**config.mk**
```make
export PLATFORM = sky130hd
export DESIGN_NAME = text_console_cursor_writer
export DESIGN_NICKNAME = d
export VERILOG_FILES = /design/src/rtl/core/tccw_pkg.sv /design/src/rtl/core/text_console_cursor_writer.sv /design/src/rtl/core/tccw_pos_unit.sv /design/src/rtl/core/tccw_seq.sv
export SDC_FILE = /design/constraint.sdc
export NUM_CORES = 1
export LEC_CHECK = 0
export ABC_AREA = 0
export BUFFER_PORTS_ARGS = -buffer_cell sky130_fd_sc_hd__buf_2
export CAP_MARGIN = 20
export CORE_MARGIN = 2
export CORE_UTILIZATION = 51
export DETAILED_ROUTE_END_ITERATION = 6
export GPL_ROUTABILITY_DRIVEN = 0
export PLACE_DENSITY_LB_ADDON = 0.05
export SLEW_MARGIN = 40
export SYNTH_ARGS = -nofsm -noshare
export SYNTH_HDL_FRONTEND = slang
export SYNTH_SLANG_ARGS = --single-unit
```
**constraint.sdc**
```tcl
create_clock -name clk -period 2.5 [get_ports clk]
set_clock_uncertainty 0.05 [all_clocks]
set_input_delay 0.375 -clock clk [delete_from_list [all_inputs] [get_ports clk]]
set_output_delay 0.375 -clock clk [all_outputs]
set_load 0.02 [all_outputs]
```
**src/rtl/core/tccw_pkg.sv**
```systemverilog
// ---------------------------------------------------------------------------
// tccw_pkg: shared types and constants for the text console cursor writer
// Screen geometry, character codes, result kinds and the record types that
// pass between the sequencer, the position unit and the top level.
// ---------------------------------------------------------------------------
`default_nettype none

package tccw_pkg;

	localparam int COLUMNS  = 80;
	localparam int ROWS     = 25;
	localparam int TAB_STOP = 8;

	localparam int COL_W  = $clog2(COLUMNS + 1);
	localparam int ROW_W  = (ROWS > 1) ? $clog2(ROWS) : 1;
	localparam int POS_W  = 11;
	localparam int CHAR_W = 8;
	localparam int ATTR_W = 8;

	localparam logic [CHAR_W-1:0] CHAR_TAB     = 8'd9;
	localparam logic [CHAR_W-1:0] CHAR_NEWLINE = 8'd10;
	localparam logic [CHAR_W-1:0] BLANK_GLYPH  = 8'd32;
	localparam logic [ATTR_W-1:0] CELL_ATTR    = 8'd7;

	typedef enum logic [1:0] {
		KIND_WRITE  = 2'd0,
		KIND_SCROLL = 2'd1,
		KIND_CURSOR = 2'd2
	} kind_t;

	typedef enum logic [2:0] {
		S_IDLE,
		S_WRAP,
		S_TAB,
		S_PUT,
		S_EOT
	} seq_state_t;

	typedef struct packed {
		kind_t              kind;
		logic [POS_W-1:0]   position;
		logic [CHAR_W-1:0]  glyph;
		logic [ATTR_W-1:0]  attribute;
		logic               last;
	} result_t;

	typedef struct packed {
		logic             advance_row;
		logic [COL_W-1:0] column;
	} pos_ctl_t;

endpackage

`default_nettype wire

```
**src/rtl/core/text_console_cursor_writer.sv**
```systemverilog
// ---------------------------------------------------------------------------
// text_console_cursor_writer: screen command generator for a text console
// Turns a stream of character codes into cell writes, scroll commands and
// cursor reports for an 80 by 25 text screen.
// ---------------------------------------------------------------------------
// Flow: an accepted item is held in the sequencer, which takes no new item
//   until it has emitted all of that item's results; a line wrap that does
//   not scroll first passes through the wrap state, which emits nothing. The
//   sequencer steps one result per cycle, when the output register can take
//   it, through a single position adder.
// Reset: arst_n clears the cursor to row 0, column 0 and empties the output.
// ---------------------------------------------------------------------------
`default_nettype none

module text_console_cursor_writer (
	input  wire logic        clk,
	input  wire logic        arst_n,
	// input items
	input  wire logic        s_tvalid,
	output logic             s_tready,
	input  wire logic [7:0]  s_tdata,   // [7:0] char_code
	input  wire logic        s_tlast,   // end_of_text
	// result items
	output logic             m_tvalid,
	input  wire logic        m_tready,
	output logic [31:0]      m_tdata,   // [10:0] position, [18:11] glyph,
	                                    // [26:19] attribute, [31:27] zero
	output logic [1:0]       m_tuser,   // [1:0] kind
	output logic             m_tlast    // last
);

	logic                            emit_valid;
	logic                            emit_ready;
	tccw_pkg::result_t               emit;
	tccw_pkg::pos_ctl_t              pos_ctl;
	logic [tccw_pkg::POS_W-1:0]      position;

	logic                            out_valid_q;
	tccw_pkg::result_t               out_q;

	// sequencer: one result per cycle when the output register can take it, cursor state lives here
	tccw_seq u_seq (
		.clk        (clk),
		.arst_n     (arst_n),
		.in_valid   (s_tvalid),
		.in_ready   (s_tready),
		.in_char    (s_tdata),
		.in_eot     (s_tlast),
		.emit_valid (emit_valid),
		.emit_ready (emit_ready),
		.emit       (emit),
		.pos_ctl    (pos_ctl),
		.position   (position)
	);

	// shared position adder with the row base
	tccw_pos_unit u_pos (
		.clk      (clk),
		.arst_n   (arst_n),
		.ctl      (pos_ctl),
		.position (position)
	);

	// output register: load when empty or being drained, else hold
	assign emit_ready = !out_valid_q || m_tready;

	always_ff @(posedge clk or negedge arst_n) begin
		if (!arst_n) begin
			out_valid_q <= 1'b0;
		end else if (emit_ready) begin
			out_valid_q <= emit_valid;
		end
	end

	always_ff @(posedge clk) begin
		if (emit_valid && emit_ready) begin
			out_q <= emit;
		end
	end

	assign m_tvalid = out_valid_q;
	assign m_tuser  = out_q.kind;
	assign m_tlast  = out_q.last;
	assign m_tdata  = {5'd0, out_q.attribute, out_q.glyph, out_q.position};

endmodule

`default_nettype wire

```
**src/rtl/core/tccw_pos_unit.sv**
```systemverilog
// ---------------------------------------------------------------------------
// tccw_pos_unit: cell index unit
// Holds the base index of the cursor row and forms base + column with one
// shared adder; every write and cursor result takes its position from here.
// ---------------------------------------------------------------------------
`default_nettype none

module tccw_pos_unit (
	input  wire logic                       clk,
	input  wire logic                       arst_n,
	input  wire tccw_pkg::pos_ctl_t         ctl,
	output logic [tccw_pkg::POS_W-1:0]      position
);

	logic [tccw_pkg::POS_W-1:0] base_q;

	// advance the row base by one screen line
	always_ff @(posedge clk or negedge arst_n) begin
		if (!arst_n) begin
			base_q <= '0;
		end else if (ctl.advance_row) begin
			base_q <= base_q + tccw_pkg::POS_W'(tccw_pkg::COLUMNS);
		end
	end

	assign position = base_q + tccw_pkg::POS_W'(ctl.column);

endmodule

`default_nettype wire

```
**src/rtl/core/tccw_seq.sv**
```systemverilog
// ---------------------------------------------------------------------------
// tccw_seq: character sequencer
// Steps one character through wrap, tab expansion, cell write and cursor
// report, one result per cycle when not stalled, and keeps the cursor column and row.
// ---------------------------------------------------------------------------
`default_nettype none

module tccw_seq (
	input  wire logic                          clk,
	input  wire logic                          arst_n,
	input  wire logic                          in_valid,
	output logic                               in_ready,
	input  wire logic [tccw_pkg::CHAR_W-1:0]   in_char,
	input  wire logic                          in_eot,
	output logic                               emit_valid,
	input  wire logic                          emit_ready,
	output tccw_pkg::result_t                  emit,
	output tccw_pkg::pos_ctl_t                 pos_ctl,
	input  wire logic [tccw_pkg::POS_W-1:0]    position
);

	localparam int COL_W = tccw_pkg::COL_W;
	localparam int ROW_W = tccw_pkg::ROW_W;

	tccw_pkg::seq_state_t state_q, state_d;

	logic [COL_W-1:0]            col_q, col_d;
	logic [ROW_W-1:0]            row_q, row_d;
	logic [COL_W-1:0]            tab_end_q, tab_end_d;
	logic [tccw_pkg::CHAR_W-1:0] char_q;
	logic                        eot_q;
	logic                        accept;
	logic                        is_newline;
	logic [COL_W:0]              tab_raw;
	logic [COL_W-1:0]            col_inc;

	assign accept     = in_valid && in_ready;
	assign is_newline = (char_q == tccw_pkg::CHAR_NEWLINE);
	assign col_inc    = col_q + COL_W'(1);
	assign tab_raw    = (COL_W+1)'((int'(col_q) / tccw_pkg::TAB_STOP + 1) * tccw_pkg::TAB_STOP);

	always_ff @(posedge clk or negedge arst_n) begin
		if (!arst_n) begin
			state_q <= tccw_pkg::S_IDLE;
			col_q   <= '0;
			row_q   <= '0;
		end else begin
			state_q <= state_d;
			col_q   <= col_d;
			row_q   <= row_d;
		end
	end

	// hold the item and its tab stop
	always_ff @(posedge clk) begin
		tab_end_q <= tab_end_d;
		if (accept) begin
			char_q <= in_char;
			eot_q  <= in_eot;
		end
	end

	always_comb begin
		state_d             = state_q;
		col_d               = col_q;
		row_d               = row_q;
		tab_end_d           = tab_end_q;
		in_ready            = 1'b0;
		emit_valid          = 1'b0;
		emit.kind           = tccw_pkg::KIND_WRITE;
		emit.position       = position;
		emit.glyph          = char_q;
		emit.attribute      = tccw_pkg::CELL_ATTR;
		emit.last           = !eot_q;
		pos_ctl.advance_row = 1'b0;
		pos_ctl.column      = col_q;
		case (state_q)
			tccw_pkg::S_IDLE: begin
				in_ready = 1'b1;
				if (tab_raw > (COL_W+1)'(tccw_pkg::COLUMNS)) begin
					tab_end_d = COL_W'(tccw_pkg::COLUMNS);
				end else begin
					tab_end_d = tab_raw[COL_W-1:0];
				end
				if (in_valid) begin
					if (in_char == tccw_pkg::CHAR_NEWLINE
					    || col_q >= COL_W'(tccw_pkg::COLUMNS)) begin
						state_d = tccw_pkg::S_WRAP;
					end else if (in_char == tccw_pkg::CHAR_TAB) begin
						state_d = tccw_pkg::S_TAB;
					end else begin
						state_d = tccw_pkg::S_PUT;
					end
				end
			end
			tccw_pkg::S_WRAP: begin
				// bottom row: scroll and keep the row; else step down a row
				if (row_q == ROW_W'(tccw_pkg::ROWS - 1)) begin
					emit_valid     = 1'b1;
					emit.kind      = tccw_pkg::KIND_SCROLL;
					emit.position  = '0;
					emit.glyph     = tccw_pkg::BLANK_GLYPH;
					emit.last      = is_newline && !eot_q;
				end
				if (!emit_valid || emit_ready) begin
					col_d = '0;
					if (!emit_valid) begin
						row_d               = row_q + ROW_W'(1);
						pos_ctl.advance_row = 1'b1;
					end
					if (!is_newline) begin
						state_d = tccw_pkg::S_PUT;
					end else if (eot_q) begin
						state_d = tccw_pkg::S_EOT;
					end else begin
						state_d = tccw_pkg::S_IDLE;
					end
				end
			end
			tccw_pkg::S_TAB: begin
				emit_valid = 1'b1;
				emit.glyph = tccw_pkg::BLANK_GLYPH;
				emit.last  = (col_inc == tab_end_q) && !eot_q;
				if (emit_ready) begin
					col_d = col_inc;
					if (col_inc == tab_end_q) begin
						state_d = eot_q ? tccw_pkg::S_EOT : tccw_pkg::S_IDLE;
					end
				end
			end
			tccw_pkg::S_PUT: begin
				emit_valid = 1'b1;
				if (emit_ready) begin
					col_d   = col_inc;
					state_d = eot_q ? tccw_pkg::S_EOT : tccw_pkg::S_IDLE;
				end
			end
			tccw_pkg::S_EOT: begin
				emit_valid     = 1'b1;
				emit.kind      = tccw_pkg::KIND_CURSOR;
				emit.glyph     = '0;
				emit.attribute = '0;
				emit.last      = 1'b1;
				if (emit_ready) begin
					state_d = tccw_pkg::S_IDLE;
				end
			end
			default: begin
				state_d = tccw_pkg::S_IDLE;
			end
		endcase
	end

`ifndef SYNTHESIS
	a_col_range: assert property (@(posedge clk) disable iff (!arst_n)
		col_q <= COL_W'(tccw_pkg::COLUMNS))
		else $error("cursor column beyond row end");
	a_row_range: assert property (@(posedge clk) disable iff (!arst_n)
		row_q <= ROW_W'(tccw_pkg::ROWS - 1))
		else $error("cursor row beyond last row");
	a_tab_bound: assert property (@(posedge clk) disable iff (!arst_n)
		state_q == tccw_pkg::S_TAB |-> col_q < tab_end_q)
		else $error("tab expansion ran past its stop");
	a_cursor_last: assert property (@(posedge clk) disable iff (!arst_n)
		emit_valid && emit.kind == tccw_pkg::KIND_CURSOR |-> emit.last)
		else $error("cursor result not marked last");
`endif

endmodule

`default_nettype wire
```
; ---- Word level (Yosys, flattened, before mapping)
; Cells that the tools add are included.
[totals]
reg_bits = 73
output_inout_bits = 37
word_cells = 83
[op_classes]
add_sub_neg = 5
bitwise_logic = 1
eq_ne = 16
n_reduce_logical = 17
magnitude_cmp = 2
n_mux = 28
[op_table]
columns = op, count
row1 = 3-bit 2-to-1 mux, 10
row2 = 8-bit by 4-bit == test with 1-bit output (second input constant), 3
row3 = 8-bit case mux with 3 select lines, 1
row4 = 20-bit 2-to-1 mux, 1
row5 = 3-bit case mux with 5 select lines, 1
row6 = 7-bit 2-to-1 mux, 2
row7 = 7-bit case mux with 2 select lines, 1
row8 = 11-bit by 7-bit adder with 11-bit output, 1
row9 = 11-bit by 7-bit adder with 11-bit output (second input constant), 1
row10 = 11-bit 2-to-1 mux, 1
row11 = 8-bit by 7-bit > comparator with 1-bit output (second input constant), 1
row12 = 1-bit 2-to-1 mux, 8
row13 = 2-bit != test (second input constant), 4
row14 = 7-bit by 1-bit adder with 7-bit output (second input constant), 1
row15 = 7-bit == test, 1
row16 = 7-bit greater-or-equal comparator (second input constant), 1
row17 = 3-bit by 2-bit == test with 1-bit output (second input constant), 2
row18 = 2-bit by 1-bit != test with 1-bit output (second input constant), 3
row19 = 3-bit AND reduction, 2
row20 = 6-bit AND reduction, 1
row21 = 4-bit by 1-bit adder with 5-bit output (second input constant), 1
row22 = 5-bit by 1-bit adder with 5-bit output (second input constant), 1
row23 = 5-bit == test (second input constant), 1
row24 = 1-bit logical AND, 4
row25 = other kinds (12), 16

; ---- Longest topological paths before layout
[depth]
ltp_word = 7
depth_mapped = 7

; ---- By module
; A second synthesis with hierarchy kept.
[unflattened]
hier_cells = 277
hier_area_um2 = 3265.6
[modules_own_cells]
columns = module, n_inst, cells_per_inst, area_per_inst_um2, seq_area_each_um2
row1 = tccw_seq, 1, 187, 1769.2, 765.7
row2 = text_console_cursor_writer, 1, 40, 996.0, 925.9
row3 = tccw_pos_unit, 1, 50, 500.5, 175.2

; ---- Worst setup path before layout
; No wires, ideal clock.
[synth_path]
path_type = register to register
start = reg u_seq.row_q[0]
end = reg out_q (netlist bit m_tdata[0]) (enable)
required_ns = 2.047
path_stages_with_launch = 8
synth_period_minus_slack_ns = 2.467
n_path_buf = 0
setup_slack_ns = 0.033
setup_time_ns = 0.403
t_arrival_ns = 2.014
path_cell_list = dfrtp_1 inv_1 ha_1 and4b_1 a21oi_1 nor2_1 nor2_1 nor2_1
[synth_between]
elab_chain_len = 5
[synth_rtl]
columns = element, line_no
row1 = "start, declared", tccw_seq.sv:28  ; logic [ROW_W-1:0] row_q, row_d;
row2 = "start signal, assigned", tccw_seq.sv:50  ; row_q <= row_d;
row3 = 5-bit == test, tccw_seq.sv:98  ; if (row_q == ROW_W'(tccw_pkg::ROWS - 1)) begin
row4 = 1-bit 2-to-1 mux, tccw_seq.sv:98
row5 = 1-bit 2-to-1 mux, tccw_seq.sv:77  ; case (state_q)
row6 = 1-bit case mux with 2 select lines, tccw_seq.sv:77
row7 = 1-bit logical AND, text_console_cursor_writer.sv:76  ; if (emit_valid && emit_ready) begin
row8 = "end signal, assigned", text_console_cursor_writer.sv:77  ; out_q <= emit;
row9 = "end, declared", text_console_cursor_writer.sv:39  ; tccw_pkg::result_t out_q;
; Every way passes these cells. The select of a mux whose other input is x is not followed.
; A chain may end at the register's enable or synchronous reset.

==> results.yml <==
status:
  status: "complete, no violations"
layout:
  syn_to_final_growth_pct: 13.4
  nets: 333
  design_area_mm2: 0.00340
  finish.utilization: 0.606
  fillers: 489
  drive_gt1_frac: 0.220
  n_antenna_cell: 0
floorplanning:
  design.portCount: 50
  core_area_mm2: 0.00561
  die_w_um: 80.7
  rows: 27
  dieArea_mm2: 0.00651
  start_util: 0.535
  die_h_um: 80.7
grt:
  track_usage: 0.188
  grtUsageMet3: 0.0517
  grt_max_degree: 24
  antenna_found_initial: 0
  use_met1: 0.261
  gr-max-usage-layer: "met2"
  grt.overflow.total: 0
  grt_pass1_vias: 1869
  grt_pass1_wl_um: 8960
  use_met2: 0.278
cts:
  cts_inserted_buffers: 9
  holdBufCountCts: 1
  ctsHtreeMaxLevel: 3
  ctsResizeCount: 0
  cts_max_path_buffers: 2
  numClockSinks: 59
  root_buffer: "clkbuf_8"
  clkSlewWorstSetupHoldPaths_ps: 60
  post_cts_buffers: 0
  clk-insertion-delay-late_ps: 330
  tritoncts: "done"
pwr:
  p_int_uw: 2490
  p_per_area_mw_per_mm2: 1220
  peakVddDrop_v: 0.000611
  power_frac_seq: 0.445
  p_sw_uw: 1660
  comb_power_share: 0.384
  p_leak_uw: 0.00142
  finalPower_uw: 4150
  p_sw_frac: 0.399
  clkPwrFrac: 0.172
logic_synthesis:
  synthTopCellsByArea: "edfxtp_1 36%, dfrtp_1 19%, ha_1 4.6%"
  ys_types: 53
  synth_common_cells: "36 x edfxtp_1, 23 x dfrtp_1, 21 x nor2_1"
  yosysMostFrequentCell: "edfxtp_1"
  yosysWarnings: 0
  synth_edf_count: 36
  netlist_instances: 262
  synthFlopType: "edfxtp_1"
  yosys.area.top_type: "edfxtp_1"
  syn_area_mm2: 0.00300
  synthDominantCellAreaShare: 0.361
  synth-seq-cells: 59
  ys_seq_area_frac: 0.553
  ys_async_sr_fraction: 0.390
  syn_avg_cell_area_um2: 11.4
timing:
  fmax_ghz: 0.487
  rsz0062_at_grt: "false"
  setup_violations: 0
  fin_ws_ps: 446
  min_period_ps: 2050
  setup_tns_ps: 0
  worst_slew_pin_slew_ps: 564
  drv_slew: 0
  hold_viol_final: 0
  finalCritPeriodShare: 0.822
  slew-limit-headroom: 0.624
placed_design:
  post-place-ws_ps: 490
  dp_hpwl_um: 4110
  dpl_cell_area_mm2: 0.00323
  io_buffers: 39
detailed_routing:
  dr.pass1.iters: 4
  drtIter0Drc: 116
  via_per_inst: 5.38
  drtAntennaViolNets: 0
  dr_total_vias: 2073
  routedWlPerCell_um: 14.7
  drc_errors: 0
  routed_wl_um: 5660
critical_path:
  arrival_ps: 2170
  start_kind: "register"
  cp_max_fo: 13
  required_ps: 2620
  rrSetupSlack_ps: 450
  worstSetupPathType: "reg -> reg"
  end_kind: "register"
min_path:
  hold_path.class: "in -> reg"
flow_run:
  max_cap_violations: 0
[sequential cells by signal, indices dropped and copies added (netlist names)]
| signal | cells |
|---|---|
| m_tuser | 2 |
| u_seq.eot_q | 1 |
| m_tvalid | 1 |
| u_seq.tab_end_q | 4 |
| u_pos.base_q | 7 |
| u_seq.col_q | 7 |
| m_tlast | 1 |
| u_seq.state_q | 3 |
| u_seq.row_q | 5 |
| m_tdata | 20 |
| u_seq.char_q | 8 |
[critical path, stage by stage (launching register included)]
cell and delay, ps:
dfrtp_1 580, ha_1 320, nand4_1 170, xnor2_1 190
or4_1 410, o221ai_1 180
[area by class of cell]
| type | instances | area, µm² | area share |
|---|---|---|---|
| inverter | 8 | 30.0 | 0.00884 |
| clock buffer | 10 | 128 | 0.0376 |
| timing repair buffer | 46 | 250 | 0.0736 |
| tap | 72 | 90.1 | 0.0265 |
| sequential | 59 | 1660 | 0.487 |
| clock inverter | 6 | 32.5 | 0.00957 |
| multi-input combinational | 184 | 1210 | 0.356 |
[power by group through the flow]
stage	clock [µW]	sequential, µW	combinational, µW
finish	713	1840	1590
floorplan	0	2030	939
global route	772	1900	1760
CTS	737	1840	1610
global placement	0	1850	1580
detailed placement	0	1860	1600
[placed cells by master (no fill, tap or decap), types with 10 or more instances in the layout]
cell type / instances
buf_2: 39
ha_1: 11
xnor2_1: 10
o21ai_0: 18
edfxtp_1: 36
nand2_1: 15
nor2_1: 20
conb_1: 10
dfrtp_1: 23
[metal layers]
metal	up-vias	part of all wire
met2	35	0.47
met4	0	0.014
met5	-	0
li1	1017	-
met1	1015	0.48
met3	6	0.038
[stage by stage]
step / instances / hold slack (ps)
floorplan: 271 / 29.4
global placement: 368 / 346
detailed placement: 368 / 350
CTS: 385 / 153
global route: 385 / 152
finish: 385 / 173
[final timing paths]
kind                           startpoint              to  cells past startpoint
min in group asynchronous          arst_n  u_seq.row_q[3]                      2
setup / recovery           u_seq.col_q[4]         m_tlast                      5
hold / removal                    s_tlast     u_seq.eot_q                      1
hold reg to reg            u_seq.row_q[4]  u_seq.row_q[4]                      1
setup reg to reg           u_seq.col_q[4]         m_tlast                      5
max in group asynchronous          arst_n  u_seq.col_q[3]                      2
[logic make-up after synthesis]
family                     count (synthesis)  synth area share
buffers and inverters                     28            0.0555
muxes                                      2           0.00751
and+or+nand+nor                           91             0.167
adders and majority gates                 12            0.0526
AOI/OAI and AO/OA                         50             0.109
xor gates and xnor gates                  19            0.0555
DFF                                       59             0.553
other                                      1           0.00125
(Power assumes the default switching activity.)
